**config.mk**
```make
export PLATFORM = sky130hd
export DESIGN_NAME = process_slot_scheduler_flat
export DESIGN_NICKNAME = d
export VERILOG_FILES = /design/src/rtl/pss_pkg.sv /design/src/rtl/pss_in_if.sv /design/src/rtl/pss_out_if.sv /design/src/rtl/process_slot_scheduler.sv /design/src/rtl/pss_ram.sv /design/src/rtl/pss_core.sv /design/src/flat_wrapper.sv
export SDC_FILE = /design/constraint.sdc
export NUM_CORES = 1
export LEC_CHECK = 0
export BUFFER_PORTS_ARGS = -buffer_cell sky130_fd_sc_hd__buf_2
export CORE_ASPECT_RATIO = 0.75
export CORE_MARGIN = 3
export CORE_UTILIZATION = 55
export CTS_BUF_LIST = sky130_fd_sc_hd__clkbuf_16
export CTS_CLUSTER_DIAMETER = 80
export DETAILED_ROUTE_END_ITERATION = 8
export PLACE_DENSITY = 0.81
export SYNTH_ARGS = -nofsm -noshare
export SYNTH_HDL_FRONTEND = slang
export SYNTH_SLANG_ARGS = --single-unit
```
**constraint.sdc**
```tcl
create_clock -name clk_i -period 10.3 [get_ports clk_i]
set_input_delay 0.515 -clock clk_i [delete_from_list [all_inputs] [get_ports clk_i]]
set_output_delay 0.515 -clock clk_i [all_outputs]
set_load 0.02 [all_outputs]
```
**src/rtl/pss_pkg.sv**
```systemverilog
// Shared types and codes for the process slot scheduler.
`default_nettype none

package pss_pkg;

  typedef enum logic [2:0] {
    OP_CREATE = 3'd0,
    OP_RUN    = 3'd1,
    OP_SCHED  = 3'd2,
    OP_SLEEP  = 3'd3,
    OP_WAKE   = 3'd4,
    OP_KILL   = 3'd5,
    OP_YIELD  = 3'd6,
    OP_CANCEL = 3'd7
  } op_e;

  typedef enum logic [1:0] {
    STAT_OK   = 2'd0,
    STAT_NONE = 2'd1,
    STAT_ERR  = 2'd2
  } status_e;

  typedef enum logic [2:0] {
    MODE_FREE    = 3'd0,
    MODE_IDLE    = 3'd1,
    MODE_READY   = 3'd2,
    MODE_CURRENT = 3'd3,
    MODE_SLEEP   = 3'd4
  } mode_e;

  typedef struct packed {
    op_e         op;
    logic [3:0]  slot;
    logic [31:0] wait_address;
  } req_t;

  typedef struct packed {
    status_e    status;
    logic [3:0] slot_out;
    logic [4:0] woken_count;
    logic       woken_by_cancel;
  } res_t;

endpackage

`default_nettype wire

```
**src/rtl/pss_in_if.sv**
```systemverilog
// Request channel: operation words into the scheduler.
`default_nettype none

interface pss_in_if;
  logic        valid;
  logic        ready;
  logic [2:0]  op;
  logic [3:0]  slot;
  logic [31:0] wait_address;

  modport source (output valid, op, slot, wait_address, input ready);
  modport sink   (input valid, op, slot, wait_address, output ready);
endinterface

`default_nettype wire

```
**src/rtl/pss_out_if.sv**
```systemverilog
// Result channel: one status word per operation.
`default_nettype none

interface pss_out_if;
  logic       valid;
  logic       ready;
  logic [1:0] status;
  logic [3:0] slot_out;
  logic [4:0] woken_count;
  logic       woken_by_cancel;

  modport source (output valid, status, slot_out, woken_count, woken_by_cancel, input ready);
  modport sink   (input valid, status, slot_out, woken_count, woken_by_cancel, output ready);
endinterface

`default_nettype wire

```
**src/rtl/process_slot_scheduler.sv**
```systemverilog
// Top level of the process slot scheduler: sequencer plus result register.
//
//  channel | dir | word
//  --------+-----+-------------------------------------------------------
//  in_i    | in  | op, slot, wait_address
//  out_o   | out | status, slot_out, woken_count, woken_by_cancel
//
// One word in, one word out, one operation at a time. Run and yield also pass
// through S_TAIL when the old ready tail is read and patched. Wakeup and cancel
// walk the sleep list through S_WALK; each sleeper moved is rewritten in S_HITW,
// then S_TAIL patches the old tail if the ready list is non-empty (one read port).
// Reset empties all lists at once; written bits make untouched slots read as free.
// The result register lets the next word start while a result waits.
`default_nettype none

module process_slot_scheduler #(
  parameter int SLOTS        = 16,
  parameter int ADDRESS_BITS = 32
) (
  input wire logic clk_i,
  input wire logic rst_ni,
  pss_in_if.sink   in_i,
  pss_out_if.source out_o
);
  import pss_pkg::*;

  req_t req;
  res_t res, out_q;
  logic res_valid, res_ready, out_v_q;

  assign req.op           = op_e'(in_i.op);
  assign req.slot         = in_i.slot;
  assign req.wait_address = in_i.wait_address;

  pss_core #(.SLOTS(SLOTS), .ADDRESS_BITS(ADDRESS_BITS)) u_core (
    .clk_i       (clk_i),
    .rst_ni      (rst_ni),
    .req_valid_i (in_i.valid),
    .req_ready_o (in_i.ready),
    .req_i       (req),
    .res_valid_o (res_valid),
    .res_ready_i (res_ready),
    .res_o       (res)
  );

  // result register: refills in the cycle it is drained
  assign res_ready = !out_v_q || out_o.ready;

  always_ff @(posedge clk_i or negedge rst_ni) begin
    if (!rst_ni) begin
      out_v_q <= 1'b0;
    end else if (res_valid && res_ready) begin
      out_v_q <= 1'b1;
    end else if (out_o.ready) begin
      out_v_q <= 1'b0;
    end
  end

  always_ff @(posedge clk_i) begin
    if (res_valid && res_ready) out_q <= res;
  end

  assign out_o.valid           = out_v_q;
  assign out_o.status          = out_q.status;
  assign out_o.slot_out        = out_q.slot_out;
  assign out_o.woken_count     = out_q.woken_count;
  assign out_o.woken_by_cancel = out_q.woken_by_cancel;

endmodule

`default_nettype wire

```
**src/rtl/pss_ram.sv**
```systemverilog
// Generic simple dual-port RAM, one write and one registered read port.
`default_nettype none

module pss_ram #(
  parameter int WIDTH = 8,
  parameter int DEPTH = 16
) (
  input  wire logic                                   clk_i,
  input  wire logic                                   we_i,
  input  wire logic [(DEPTH > 1 ? $clog2(DEPTH) : 1)-1:0] waddr_i,
  input  wire logic [WIDTH-1:0]                       wdata_i,
  input  wire logic                                   re_i,
  input  wire logic [(DEPTH > 1 ? $clog2(DEPTH) : 1)-1:0] raddr_i,
  output      logic [WIDTH-1:0]                       rdata_o
);

  logic [WIDTH-1:0] mem_q [DEPTH];

  always_ff @(posedge clk_i) begin
    if (we_i) begin
      mem_q[waddr_i] <= wdata_i;
    end
    if (re_i) begin
      rdata_o <= mem_q[raddr_i];
    end
  end

endmodule

`default_nettype wire

```
**src/rtl/pss_core.sv**
```systemverilog
// Scheduler sequencer: list updates as read-modify-write on the slot tables.
`default_nettype none

module pss_core #(
  parameter int SLOTS        = 16,
  parameter int ADDRESS_BITS = 32
) (
  input  wire logic          clk_i,
  input  wire logic          rst_ni,
  input  wire logic          req_valid_i,
  output      logic          req_ready_o,
  input  wire pss_pkg::req_t req_i,
  output      logic          res_valid_o,
  input  wire logic          res_ready_i,
  output      pss_pkg::res_t res_o
);
  import pss_pkg::*;

  localparam int SW   = $clog2(SLOTS);
  localparam int CNTW = $clog2(SLOTS + 1);
  localparam int AW   = (ADDRESS_BITS < 32) ? ADDRESS_BITS : 32;

  typedef struct packed {
    mode_e         mode;
    logic          cflag;
    logic          lv;
    logic [SW-1:0] link;
  } ent_t;

  typedef enum logic [2:0] {
    S_IDLE, S_CHK, S_RUN, S_SCHED, S_WALK, S_HITW, S_TAIL, S_DONE
  } state_e;

  function automatic ent_t mk_ent(mode_e m, logic c, logic l, logic [SW-1:0] k);
    ent_t e;
    e.mode  = m;
    e.cflag = c;
    e.lv    = l;
    e.link  = k;
    return e;
  endfunction

  state_e state_q, state_d;
  op_e    op_q, op_d;
  logic [SW-1:0] slot_q, slot_d;
  logic [AW-1:0] addr_q, addr_d;
  status_e status_q, status_d;
  logic [3:0] slot_o_q, slot_o_d;
  logic wbc_q, wbc_d;
  logic [CNTW-1:0] cnt_q, cnt_d, n_q, n_d, n_nx;

  logic [SW-1:0] ready_head_q, ready_head_d, ready_tail_q, ready_tail_d;
  logic [SW-1:0] idle_top_q, idle_top_d, sleep_head_q, sleep_head_d;
  logic [SW-1:0] run_slot_q, run_slot_d;
  logic ready_ne_q, ready_ne_d, idle_ne_q, idle_ne_d, sleep_ne_q, sleep_ne_d;
  logic run_v_q, run_v_d;

  // walk and append bookkeeping
  logic [SW-1:0] cur_q, cur_d, prev_q, prev_d, nxt_q, nxt_d, app_q, app_d;
  ent_t prev_ent_q, prev_ent_d;
  logic has_prev_q, has_prev_d, ok_q, ok_d, cw_q, cw_d;

  logic [SLOTS-1:0] wr_q, wr_d;
  logic rv_q;

  // table ports
  logic          c_we, a_we, re;
  logic [SW-1:0] c_waddr, raddr;
  ent_t          c_wdata, c_rdata, ent;
  logic [AW-1:0] a_rdata;

  logic          do_app, do_cont, cont_walk, by_slot, hit, in_range;
  logic [SW-1:0] app_slot;

  pss_ram #(.WIDTH($bits(ent_t)), .DEPTH(SLOTS)) u_ctrl_ram (
    .clk_i   (clk_i),
    .we_i    (c_we),
    .waddr_i (c_waddr),
    .wdata_i (c_wdata),
    .re_i    (re),
    .raddr_i (raddr),
    .rdata_o (c_rdata)
  );

  pss_ram #(.WIDTH(AW), .DEPTH(SLOTS)) u_addr_ram (
    .clk_i   (clk_i),
    .we_i    (a_we),
    .waddr_i (run_slot_q),
    .wdata_i (req_i.wait_address[AW-1:0]),
    .re_i    (re),
    .raddr_i (raddr),
    .rdata_o (a_rdata)
  );

  // never-written entries read as free
  assign ent      = rv_q ? c_rdata : '0;
  assign by_slot  = (op_q == OP_CANCEL);
  assign hit      = by_slot ? (cur_q == slot_q) : (a_rdata == addr_q);
  assign in_range = ({5'd0, req_i.slot} < 9'(SLOTS));
  assign n_nx     = n_q + 1'b1;

  assign req_ready_o = (state_q == S_IDLE);
  assign res_valid_o = (state_q == S_DONE);

  always_comb begin
    logic [8:0] cnt_w;
    cnt_w = 9'(cnt_q);
    res_o.status          = status_q;
    res_o.slot_out        = slot_o_q;
    res_o.woken_count     = (op_q != OP_WAKE) ? 5'd0 :
                            (cnt_w > 9'd31) ? 5'd31 : cnt_w[4:0];
    res_o.woken_by_cancel = wbc_q;
  end

  always_comb begin
    state_d = state_q;  op_d = op_q;  slot_d = slot_q;  addr_d = addr_q;
    status_d = status_q;  slot_o_d = slot_o_q;  wbc_d = wbc_q;
    cnt_d = cnt_q;  n_d = n_q;
    ready_head_d = ready_head_q;  ready_tail_d = ready_tail_q;
    idle_top_d = idle_top_q;  sleep_head_d = sleep_head_q;
    run_slot_d = run_slot_q;  ready_ne_d = ready_ne_q;  idle_ne_d = idle_ne_q;
    sleep_ne_d = sleep_ne_q;  run_v_d = run_v_q;
    cur_d = cur_q;  prev_d = prev_q;  nxt_d = nxt_q;  app_d = app_q;
    prev_ent_d = prev_ent_q;  has_prev_d = has_prev_q;  ok_d = ok_q;  cw_d = cw_q;
    wr_d = wr_q;
    c_we = 1'b0;  c_waddr = '0;  c_wdata = '0;  a_we = 1'b0;
    re = 1'b0;  raddr = '0;
    do_app = 1'b0;  app_slot = '0;  do_cont = 1'b0;  cont_walk = 1'b0;

    unique case (state_q)
      S_IDLE: begin
        if (req_valid_i) begin
          op_d     = req_i.op;
          slot_d   = SW'(req_i.slot);
          addr_d   = req_i.wait_address[AW-1:0];
          status_d = STAT_OK;
          slot_o_d = 4'd0;
          wbc_d    = 1'b0;
          cnt_d    = '0;
          n_d      = '0;
          has_prev_d = 1'b0;
          unique case (req_i.op)
            OP_CREATE, OP_KILL, OP_CANCEL: begin
              if (!in_range) begin
                status_d = STAT_ERR;
                state_d  = S_DONE;
              end else begin
                re      = 1'b1;
                raddr   = SW'(req_i.slot);
                state_d = S_CHK;
              end
            end
            OP_RUN: begin
              if (!idle_ne_q) begin
                status_d = STAT_NONE;
                state_d  = S_DONE;
              end else begin
                re      = 1'b1;
                raddr   = idle_top_q;
                state_d = S_RUN;
              end
            end
            OP_SCHED: begin
              if (run_v_q) begin
                status_d = STAT_ERR;
                state_d  = S_DONE;
              end else if (!ready_ne_q) begin
                status_d = STAT_NONE;
                state_d  = S_DONE;
              end else begin
                re      = 1'b1;
                raddr   = ready_head_q;
                state_d = S_SCHED;
              end
            end
            OP_SLEEP: begin
              state_d = S_DONE;
              if (!run_v_q) begin
                status_d = STAT_ERR;
              end else begin
                c_we         = 1'b1;
                a_we         = 1'b1;
                c_waddr      = run_slot_q;
                c_wdata      = mk_ent(MODE_SLEEP, 1'b0, sleep_ne_q, sleep_head_q);
                sleep_head_d = run_slot_q;
                sleep_ne_d   = 1'b1;
                run_v_d      = 1'b0;
              end
            end
            OP_WAKE: begin
              if (!sleep_ne_q) begin
                state_d = S_DONE;
              end else begin
                cur_d   = sleep_head_q;
                re      = 1'b1;
                raddr   = sleep_head_q;
                state_d = S_WALK;
              end
            end
            OP_YIELD: begin
              if (!run_v_q) begin
                status_d = STAT_ERR;
                state_d  = S_DONE;
              end else begin
                c_we     = 1'b1;
                c_waddr  = run_slot_q;
                c_wdata  = mk_ent(MODE_READY, 1'b0, 1'b0, '0);
                run_v_d  = 1'b0;
                do_app   = 1'b1;
                app_slot = run_slot_q;
              end
            end
            default: state_d = S_DONE;
          endcase
        end
      end

      S_CHK: begin
        state_d = S_DONE;
        unique case (op_q)
          OP_CREATE, OP_KILL: begin
            if (ent.mode != ((op_q == OP_CREATE) ? MODE_FREE : MODE_CURRENT)) begin
              status_d = STAT_ERR;
            end else begin
              c_we       = 1'b1;
              c_waddr    = slot_q;
              c_wdata    = mk_ent(MODE_IDLE, 1'b0, idle_ne_q, idle_top_q);
              idle_top_d = slot_q;
              idle_ne_d  = 1'b1;
              if (op_q == OP_KILL) run_v_d = 1'b0;
            end
          end
          OP_CANCEL: begin
            status_d = STAT_NONE;
            if (ent.mode == MODE_SLEEP && sleep_ne_q) begin
              cur_d   = sleep_head_q;
              re      = 1'b1;
              raddr   = sleep_head_q;
              state_d = S_WALK;
            end
          end
          default: ;
        endcase
      end

      S_RUN: begin
        c_we       = 1'b1;
        c_waddr    = idle_top_q;
        c_wdata    = mk_ent(MODE_READY, 1'b0, 1'b0, ent.link);
        idle_top_d = ent.link;
        idle_ne_d  = ent.lv;
        slot_o_d   = 4'(idle_top_q);
        do_app     = 1'b1;
        app_slot   = idle_top_q;
      end

      S_SCHED: begin
        c_we         = 1'b1;
        c_waddr      = ready_head_q;
        c_wdata      = mk_ent(MODE_CURRENT, 1'b0, ent.lv, ent.link);
        ready_head_d = ent.link;
        ready_ne_d   = ent.lv;
        run_slot_d   = ready_head_q;
        run_v_d      = 1'b1;
        slot_o_d     = 4'(ready_head_q);
        wbc_d        = ent.cflag;
        state_d      = S_DONE;
      end

      S_WALK: begin
        n_d   = n_nx;
        nxt_d = ent.link;
        ok_d  = ent.lv;
        if (hit) begin
          // unlink: patch the predecessor or the list head
          if (has_prev_q) begin
            c_we            = 1'b1;
            c_waddr         = prev_q;
            c_wdata         = prev_ent_q;
            c_wdata.link    = ent.link;
            c_wdata.lv      = ent.lv;
            prev_ent_d.link = ent.link;
            prev_ent_d.lv   = ent.lv;
          end else begin
            sleep_head_d = ent.link;
            sleep_ne_d   = ent.lv;
          end
          cnt_d = cnt_q + 1'b1;
          if (by_slot) status_d = STAT_OK;
          state_d = S_HITW;
        end else begin
          prev_d     = cur_q;
          prev_ent_d = ent;
          has_prev_d = 1'b1;
          if (ent.lv && (9'(n_nx) < 9'(SLOTS))) begin
            cur_d = ent.link;
            re    = 1'b1;
            raddr = ent.link;
          end else begin
            state_d = S_DONE;
          end
        end
      end

      S_HITW: begin
        c_we      = 1'b1;
        c_waddr   = cur_q;
        c_wdata   = mk_ent(MODE_READY, by_slot, 1'b0, nxt_q);
        do_app    = 1'b1;
        app_slot  = cur_q;
        cont_walk = !by_slot;
      end

      S_TAIL: begin
        c_we         = 1'b1;
        c_waddr      = ready_tail_q;
        c_wdata      = ent;
        c_wdata.link = app_q;
        c_wdata.lv   = 1'b1;
        ready_tail_d = app_q;
        do_cont      = 1'b1;
        cont_walk    = cw_q;
      end

      S_DONE: begin
        if (res_ready_i) state_d = S_IDLE;
      end

      default: state_d = S_IDLE;
    endcase

    // ready FIFO append; a non-empty FIFO needs the old tail read first
    if (do_app) begin
      if (ready_ne_q) begin
        re      = 1'b1;
        raddr   = ready_tail_q;
        app_d   = app_slot;
        cw_d    = cont_walk;
        state_d = S_TAIL;
      end else begin
        ready_head_d = app_slot;
        ready_tail_d = app_slot;
        ready_ne_d   = 1'b1;
        do_cont      = 1'b1;
      end
    end

    if (do_cont) begin
      if (cont_walk && ok_q && (9'(n_q) < 9'(SLOTS))) begin
        cur_d   = nxt_q;
        re      = 1'b1;
        raddr   = nxt_q;
        state_d = S_WALK;
      end else begin
        state_d = S_DONE;
      end
    end

    if (c_we) wr_d[c_waddr] = 1'b1;
  end

  always_ff @(posedge clk_i or negedge rst_ni) begin
    if (!rst_ni) begin
      state_q      <= S_IDLE;
      ready_head_q <= '0;
      ready_tail_q <= '0;
      idle_top_q   <= '0;
      sleep_head_q <= '0;
      run_slot_q   <= '0;
      ready_ne_q   <= 1'b0;
      idle_ne_q    <= 1'b0;
      sleep_ne_q   <= 1'b0;
      run_v_q      <= 1'b0;
      wr_q         <= '0;
      rv_q         <= 1'b0;
    end else begin
      state_q      <= state_d;
      ready_head_q <= ready_head_d;
      ready_tail_q <= ready_tail_d;
      idle_top_q   <= idle_top_d;
      sleep_head_q <= sleep_head_d;
      run_slot_q   <= run_slot_d;
      ready_ne_q   <= ready_ne_d;
      idle_ne_q    <= idle_ne_d;
      sleep_ne_q   <= sleep_ne_d;
      run_v_q      <= run_v_d;
      wr_q         <= wr_d;
      if (re) rv_q <= wr_q[raddr];
    end
  end

  always_ff @(posedge clk_i) begin
    op_q       <= op_d;
    slot_q     <= slot_d;
    addr_q     <= addr_d;
    status_q   <= status_d;
    slot_o_q   <= slot_o_d;
    wbc_q      <= wbc_d;
    cnt_q      <= cnt_d;
    n_q        <= n_d;
    cur_q      <= cur_d;
    prev_q     <= prev_d;
    nxt_q      <= nxt_d;
    app_q      <= app_d;
    prev_ent_q <= prev_ent_d;
    has_prev_q <= has_prev_d;
    ok_q       <= ok_d;
    cw_q       <= cw_d;
  end

endmodule

`default_nettype wire
```
**src/flat_wrapper.sv**
```systemverilog
// flat-port wrapper written by rule: the top's interface ports become plain ports
module process_slot_scheduler_flat import pss_pkg::*;
#(
  parameter int SLOTS        = 16,
  parameter int ADDRESS_BITS = 32
)
  (clk_i, rst_ni, in_i_valid, in_i_op, in_i_slot, in_i_wait_address, in_i_ready, out_o_valid, out_o_status, out_o_slot_out, out_o_woken_count, out_o_woken_by_cancel, out_o_ready);
  pss_in_if in_i_i ();
  pss_out_if out_o_i ();
  input wire logic clk_i;
  input wire logic rst_ni;
  input wire logic [$bits(in_i_i.valid)-1:0] in_i_valid;
  input wire logic [$bits(in_i_i.op)-1:0] in_i_op;
  input wire logic [$bits(in_i_i.slot)-1:0] in_i_slot;
  input wire logic [$bits(in_i_i.wait_address)-1:0] in_i_wait_address;
  output wire logic [$bits(in_i_i.ready)-1:0] in_i_ready;
  output wire logic [$bits(out_o_i.valid)-1:0] out_o_valid;
  output wire logic [$bits(out_o_i.status)-1:0] out_o_status;
  output wire logic [$bits(out_o_i.slot_out)-1:0] out_o_slot_out;
  output wire logic [$bits(out_o_i.woken_count)-1:0] out_o_woken_count;
  output wire logic [$bits(out_o_i.woken_by_cancel)-1:0] out_o_woken_by_cancel;
  input wire logic [$bits(out_o_i.ready)-1:0] out_o_ready;
  assign in_i_i.valid = in_i_valid;
  assign in_i_i.op = in_i_op;
  assign in_i_i.slot = in_i_slot;
  assign in_i_i.wait_address = in_i_wait_address;
  assign in_i_ready = in_i_i.ready;
  assign out_o_valid = out_o_i.valid;
  assign out_o_status = out_o_i.status;
  assign out_o_slot_out = out_o_i.slot_out;
  assign out_o_woken_count = out_o_i.woken_count;
  assign out_o_woken_by_cancel = out_o_i.woken_by_cancel;
  assign out_o_i.ready = out_o_ready;
  process_slot_scheduler #(.SLOTS(SLOTS), .ADDRESS_BITS(ADDRESS_BITS)) u_core (.clk_i(clk_i), .rst_ni(rst_ni), .in_i(in_i_i), .out_o(out_o_i));
endmodule
```
# --- Word-level counts from Yosys, hierarchy flattened ---
# Memories as Yosys holds them, arrays and structs flattened. A register that Yosys moved wholly into a read port is not among the register bits.
# Cells that the tools add are included.
# Widths: inputs -> output; s select.
word_totals:
  n_memories: 2
  elab_cells: 277
  output_inout_bits: 14
  mem_bits_rw: 656
  register_bits: 136
memory_table:
  columns: ["name", "words", "word_bits", "read_ports", "rd_ports_with_merged_regs", "wr", "line_no", "rtl"]
  rows:
  - ["u_core.u_core.u_addr_ram.mem_q", 16, 32, 1, 1, 1, "pss_ram.sv:17", "logic [WIDTH-1:0] mem_q [DEPTH];"]
  - ["u_core.u_core.u_ctrl_ram.mem_q", 16, 9, 1, 1, 1, "pss_ram.sv:17", null]
op_classes:
  n_addsub: 2
  n_eq_ne: 34
  n_reduce_logical: 36
  muxes: 162
  bitwise: 2
  order_cmp: 5
ops:
  columns: ["cell", "count"]
  rows:
  - ["$mux 4", 45]
  - ["$pmux 9 s7", 1]
  - ["$mux 1", 56]
  - ["$pmux 4 s3", 4]
  - ["$mux 9", 5]
  - ["$eq 3x3->1 const B", 11]
  - ["$mux 3", 11]
  - ["$eq 32x32->1", 1]
  - ["$pmux 4 s7", 1]
  - ["$mux 2", 11]
  - ["$pmux 5 s2", 2]
  - ["$pmux 3 s6", 1]
  - ["$pmux 9 s2", 1]
  - ["$reduce_and 6->1", 3]
  - ["$ne 2x2->1 const B", 8]
  - ["$or 16x16->16", 1]
  - ["$pmux 4 s2", 2]
  - ["$pmux 4 s4", 1]
  - ["$pmux 3 s5", 1]
  - ["$mux 7", 2]
  - ["$eq 3x2->1 const B", 4]
  - ["$pmux 1 s2", 6]
  - ["$pmux 2 s3", 2]
  - ["$reduce_and 2->1", 6]
  - ["28 further kinds", 55]

# --- Depth between registers and ports, before layout ---
logic_depth:
  ltp_word: 12
  mapped_depth: 19
  ltp_nobuf: 12

# --- By module ---
# Synthesis repeated with hierarchy kept, for this count alone.
hier_totals:
  cells_unflattened: 1757
  area_unflattened_um2: 32969.1
by_module_without_submodules:
  columns: ["mod", "cells_each", "area_per_inst_um2", "instances"]
  rows:
  - ["pss_ram at u_core.u_core.u_addr_ram", 838, 20155.6, 1]
  - ["pss_core", 649, 6528.8, 1]
  - ["pss_ram at u_core.u_core.u_ctrl_ram", 254, 5870.6, 1]
  - ["process_slot_scheduler", 16, 414.1, 1]

# --- Worst setup path after synthesis ---
# OpenSTA, ideal clock, no wires.
synth_path:
  kind: "reg-to-reg"
  startpoint: "register u_core.u_core.state_q[0]"
  endpoint: "memory u_core.u_core.u_addr_ram.mem_q[4][0] (netlist name), enable pin"
  n_path_buf: 1
  setup_ns: 0.461
  slack_ns: 5.588
  synth_period_minus_slack_ns: 4.712
  arrival_time_ns: 4.251
  path_stages_with_launch: 9
  path_cell_list: "dfrtp_1 -> buf_6 -> nor3_4 -> nand2_2 -> inv_4 -> nand3_1 -> nor2_1 -> nand3b_1 -> nor3_1"
synth_between:
  elab_chain_cells: 4
synth_rtl:
  columns: ["element", "line_no", "rtl"]
  rows:
  - ["start: declaration", "pss_core.sv:43", "state_e state_q, state_d;"]
  - ["start signal: assignment", "pss_core.sv:377", "state_q <= state_d;"]
  - ["$logic_not 3->1", null, null]
  - ["net in_i_ready", "flat_wrapper.sv:16", "output wire logic [$bits(in_i_i.ready)-1:0] in_i_ready;"]
  - ["$mux 1", "pss_core.sv:130", "unique case (state_q)"]
  - ["$mux 1", "pss_ram.sv:20", "if (we_i) begin"]
  - ["$mux 1 (not written as such)", "pss_ram.sv:21", "mem_q[waddr_i] <= wdata_i;"]
  - ["end: declaration", "pss_ram.sv:17", null]
# The timed path passes the listed nets, and every way through them passes these cells.

# --- Final worst setup path ---
layout_path:
  startpoint: "register u_core.u_core.state_q[1]"
  endpoint: "register u_core.u_core.u_addr_ram.rdata_o[30] (read register of u_core.u_core.u_addr_ram.mem_q), data pin"
layout_between:
  elab_chain_cells: 6
layout_rtl:
  columns: ["element", "line_no", "rtl"]
  rows:
  - ["$eq 3x3->1 (tied with other cells)", "pss_core.sv:130", null]
  - ["$pmux 4 s3 (tied with other cells)", "pss_core.sv:130", null]
  - ["$mux 4 (tied with other cells)", "pss_core.sv:334", "if (ready_ne_q) begin"]
  - ["$mux 4 (tied with other cells)", "pss_core.sv:333", "if (do_app) begin"]
  - ["$mux 4 or $mux 1 (tied branches)", "pss_core.sv:349", "if (cont_walk && ok_q && (9'(n_q) < 9'(SLOTS))) begin"]
  - ["$mux 4 or $mux 1 (tied branches)", "pss_core.sv:348", "if (do_cont) begin"]
  - ["end: declaration", "pss_ram.sv:14", "output logic [WIDTH-1:0] rdata_o"]
# Several ways; a longest one is shown, not always the timed one.
# A chain may end at the register's enable or synchronous reset.

==> summary.md <==
| Metric | Value |
|---|---|
| Status | `complete, no violations` |
| Worst path bufs/invs | `3` |
| Non-filler cells, final | `3383` |
| Vias post-DR | `21200` |
| Final WS setup | `4.48 ns` |
| Initial DRC Count | `2858` |
| Routed vias/inst | `6.26` |
| GP Congestion | `0.964` |
| Slew @ Worst Pin | `1.38 ns` |
| Hold endpoint | `u_core.u_core.slot_q[3]` |
| VDD IR max | `331 uV` |
| Syn Nets | `2533` |
| Clk Latency, worst-skew pair | `0.64 ns` |
| R2R Setup Slk | `4.48 ns` |
| Worst r2r dst | `u_core.u_core.u_addr_ram.rdata_o[30]` |
| WS Path Type | `reg2reg` |
| Die span in y | `222 um` |
| Grt total ovfl | `0` |
| Leak | `0.0130 uW` |
| Num CTS Buffers | `78` |
| Hold depth | `1` |
| Root Buffer | `clkbuf_16` |
| Starting Density | `0.560` |
| Hold Path Class | `in2reg` |
| Final setup violation count | `0` |
| Cells after Synth | `2488` |
| CP Launch Type | `flop` |
| Placement Setup Slack | `4.68 ns` |
| Critical Path Stages | `14` |
| Number of port buffers | `56` |
| CTS sink count | `833` |
| Min-delay src | `in_i_slot[3]` |
| Clock Tree Buf Depth | `3` |
| Worst Clk Skew | `0.0261 ns` |
| Layout area overhead | `10.6%` |
| Post-layout power | `10600 uW` |
| Boundary pin count | `57` |
| Int Power | `6920 uW` |
| DRC Markers | `0` |
| Postcts setup bufs | `0` |
| Gate power share | `0.298` |
| Max Freq | `0.172 GHz` |
| First-pass GRT wire length | `126000 um` |
| R2R depth | `14` |
| Hpwl dp | `46400 um` |
| Pre-antenna DRT Iters | `5` |
| RSZ-0062 raised after global routing | `false` |
| Net Sw Frac | `0.347` |
| Synth warn | `0` |
| Die Footprint | `65200 um^2` |
| CTS H-tree depth | `3` |
| CTS Hold Bufs | `1` |
| Final instance area | `37800 um^2` |
| CTS clk-pin slew, worst paths | `0.06 ns` |
| Async set-reset flop share out of synthesis | `0.0540` |
| Clock share of power | `0.270` |
| Routed wire per std cell | `24.9 um` |
| CTS tree | `yes` |
| Post-synthesis register bit count | `833` |
| Worst EP required | `10.68 ns` |
| Share of layout cells above drive strength 1 | `0.118` |
| Power per cell area | `280 nW/um^2` |
| Register area share after synthesis | `0.724` |
| CP peak stage delay | `0.76 ns` |
| Post-route ant nets | `0` |
| Vias in the first global route | `20800` |
| Mapped cell area | `34200 um^2` |
| Crit path max-delay family | `buffers and inverters` |
| Drt total wl | `84300 um` |
| Largest net degree at the start of global routing | `249` |
| Arr. time, crit path | `6.20 ns` |
| Core footprint | `61000 um^2` |
| Hold Vio Cnt, Final | `0` |
| Crit path max fanout | `217` |
| Die Span X | `294 um` |
| Switching pwr | `3670 uW` |
| Avg Cell Area, Syn | `13.7 um^2` |
| Period utilization | `0.565` |
| Fin Setup TNS | `0 ns` |
| Crit end category | `flop` |
| GRT Total Usage | `0.257` |
| Max-cap violations | `0` |
| Worst rel slew slack | `0.0811` |
| Cell row count | `78` |
| Main flop type after synthesis | `edfxtp_1` |
| Sequential Power Share | `0.432` |
| Cells after DPL | `3237` |
| Distinct cell type count after synthesis | `72` |
| Critical-path cell list | `nor3_4 > nand2_2 > inv_4 > and4_1 > o31ai_4 > or2_1 > o31a_1 > a31oi_4 > buf_4 > buf_12 > mux2i_1 > mux2_2 > o32a_1 > nand3_1` |
| Post-synth EDFFs | `784` |
| Layout Nets | `2563` |
| Placed cell area | `35200 um^2` |
| Final Max Slew Viols | `0` |
| Worst path slowest cell | `dfrtp_1` |
| CTS resizes | `0` |
| Tmin final | `5.82 ns` |
| Worst r2r src | `u_core.u_core.state_q[1]` |
| Initial antenna violation count | `3` |
-- stage by stage --
step / utilization / hold WS (ns)
after floorplan: - / 0.219
after global placement: 0.578 / 0.405
after detailed placement: 0.578 / 0.405
after CTS: 0.620 / 0.0809
after global routing: 0.620 / 0.0990
final: 0.620 / 0.109
-- cells in the mapped netlist, drive strengths merged, types with 4 or more instances --
cell       n  area share
inv       19      0.0022
o211ai    86       0.019
dfrtp     45       0.033
o32a      41       0.012
a22oi      8      0.0018
nor3      23      0.0037
a221oi     5      0.0013
a221o      6      0.0018
mux2      41       0.014
buf       78       0.014
xnor2      7      0.0018
a21oi     30      0.0044
and2      54      0.0099
nand2    583       0.064
or2       21      0.0038
a21o       5      0.0011
and3      45      0.0082
o21ai     30      0.0044
a211oi    51       0.011
mux2i     96       0.028
nor4      11      0.0020
clkbuf    70      0.0078
a31oi      7      0.0013
xor2      36      0.0092
edfxtp   784        0.69
nor2      70      0.0077
a2111oi    5      0.0015
nor2b     14      0.0026
nand2b    14      0.0026
nand3    145       0.021
dfxtp      4      0.0023
a222oi     5      0.0015
nand3b     4     0.00088
-- state kept, by name, indices dropped and copies added (netlist names), 5 cells and up --
name and count:
u_core.u_core.u_addr_ram.mem_q 512, u_core.u_core.u_ctrl_ram.mem_q 144, u_core.u_core.addr_q 32, u_core.u_core.u_addr_ram.rdata_o 32, u_core.u_core.wr_q 16, u_core.u_core.u_ctrl_ram.rdata_o 9
u_core.out_o.woken_count 5, u_core.u_core.cnt_q 5, u_core.u_core.n_q 5
-- worst max-delay path by stage --
stage,startpoint,slack [ns],end
after global placement,u_core.u_core.state_q[1],4.92,u_core.u_core.u_ctrl_ram.rdata_o[8]
after CTS,u_core.u_core.state_q[1],4.60,u_core.u_core.u_ctrl_ram.rdata_o[1]
after detailed placement,u_core.u_core.state_q[1],4.68,u_core.u_core.u_ctrl_ram.rdata_o[1]
final,u_core.u_core.state_q[1],4.48,u_core.u_core.u_addr_ram.rdata_o[30]
after floorplan,u_core.u_core.state_q[0],5.59,u_core.u_core.u_addr_ram.mem_q[4][0]
after global routing,u_core.u_core.state_q[1],4.21,u_core.u_core.u_ctrl_ram.rdata_o[1]
-- per-layer routing --
metal  wire length [um]  GRT usage
met1              34800      0.380
met2              38100      0.386
met3               9440     0.0565
met4               1950     0.0730
met5                 25          0
-- power by group through the flow --
stage,sequential (uW),combinational [uW],clock [uW]
CTS,4560,3120,2890
detailed placement,4620,3100,0
global route,4600,3430,3020
global placement,4620,2970,0
floorplan,4490,2240,0
finish,4570,3160,2860
-- placed cells by master (no fill, tap or decap), drive strengths merged, types with 7 or more instances in the layout --
cell and instances:
o211ai 86, nand2 583, dfrtp 45, nor4 11, clkbuf 80, buf 97, xor2 36, nor2 70
nand3 145, a22oi 8, a211oi 51, nand2b 14, o32a 41, nor3 23, bufinv 7, o21ai 30
or2 21, edfxtp 784, xnor2 7, nor2b 14, and2 54, a21oi 30, inv 32, mux2i 96
mux2 41, clkinv 37, and3 45, a31oi 7
-- kinds of logic after synthesis --
kind of cell | Yosys count | synth area share
XOR/XNOR | 43 | 0.0110
AND/OR/NAND/NOR | 997 | 0.130
adder cells (fa/ha/maj) | 2 | 0.000732
AO/OA/AOI/OAI | 307 | 0.0685
multiplexers | 138 | 0.0423
buffers and inverters | 168 | 0.0236
flip-flops | 833 | 0.724
-- final cells by class --
type,instances,area (um^2)
Antenna cell,3,7.51
Clock buffer,80,2000
Clock inverter,62,546
Fill cell,4265,23200
Inverter,20,77.6
Multi-Input combinational cell,1487,8800
Sequential cell,833,24700
Tap cell,800,1000
Timing Repair Buffer,98,636
(Power assumes the default switching activity.)
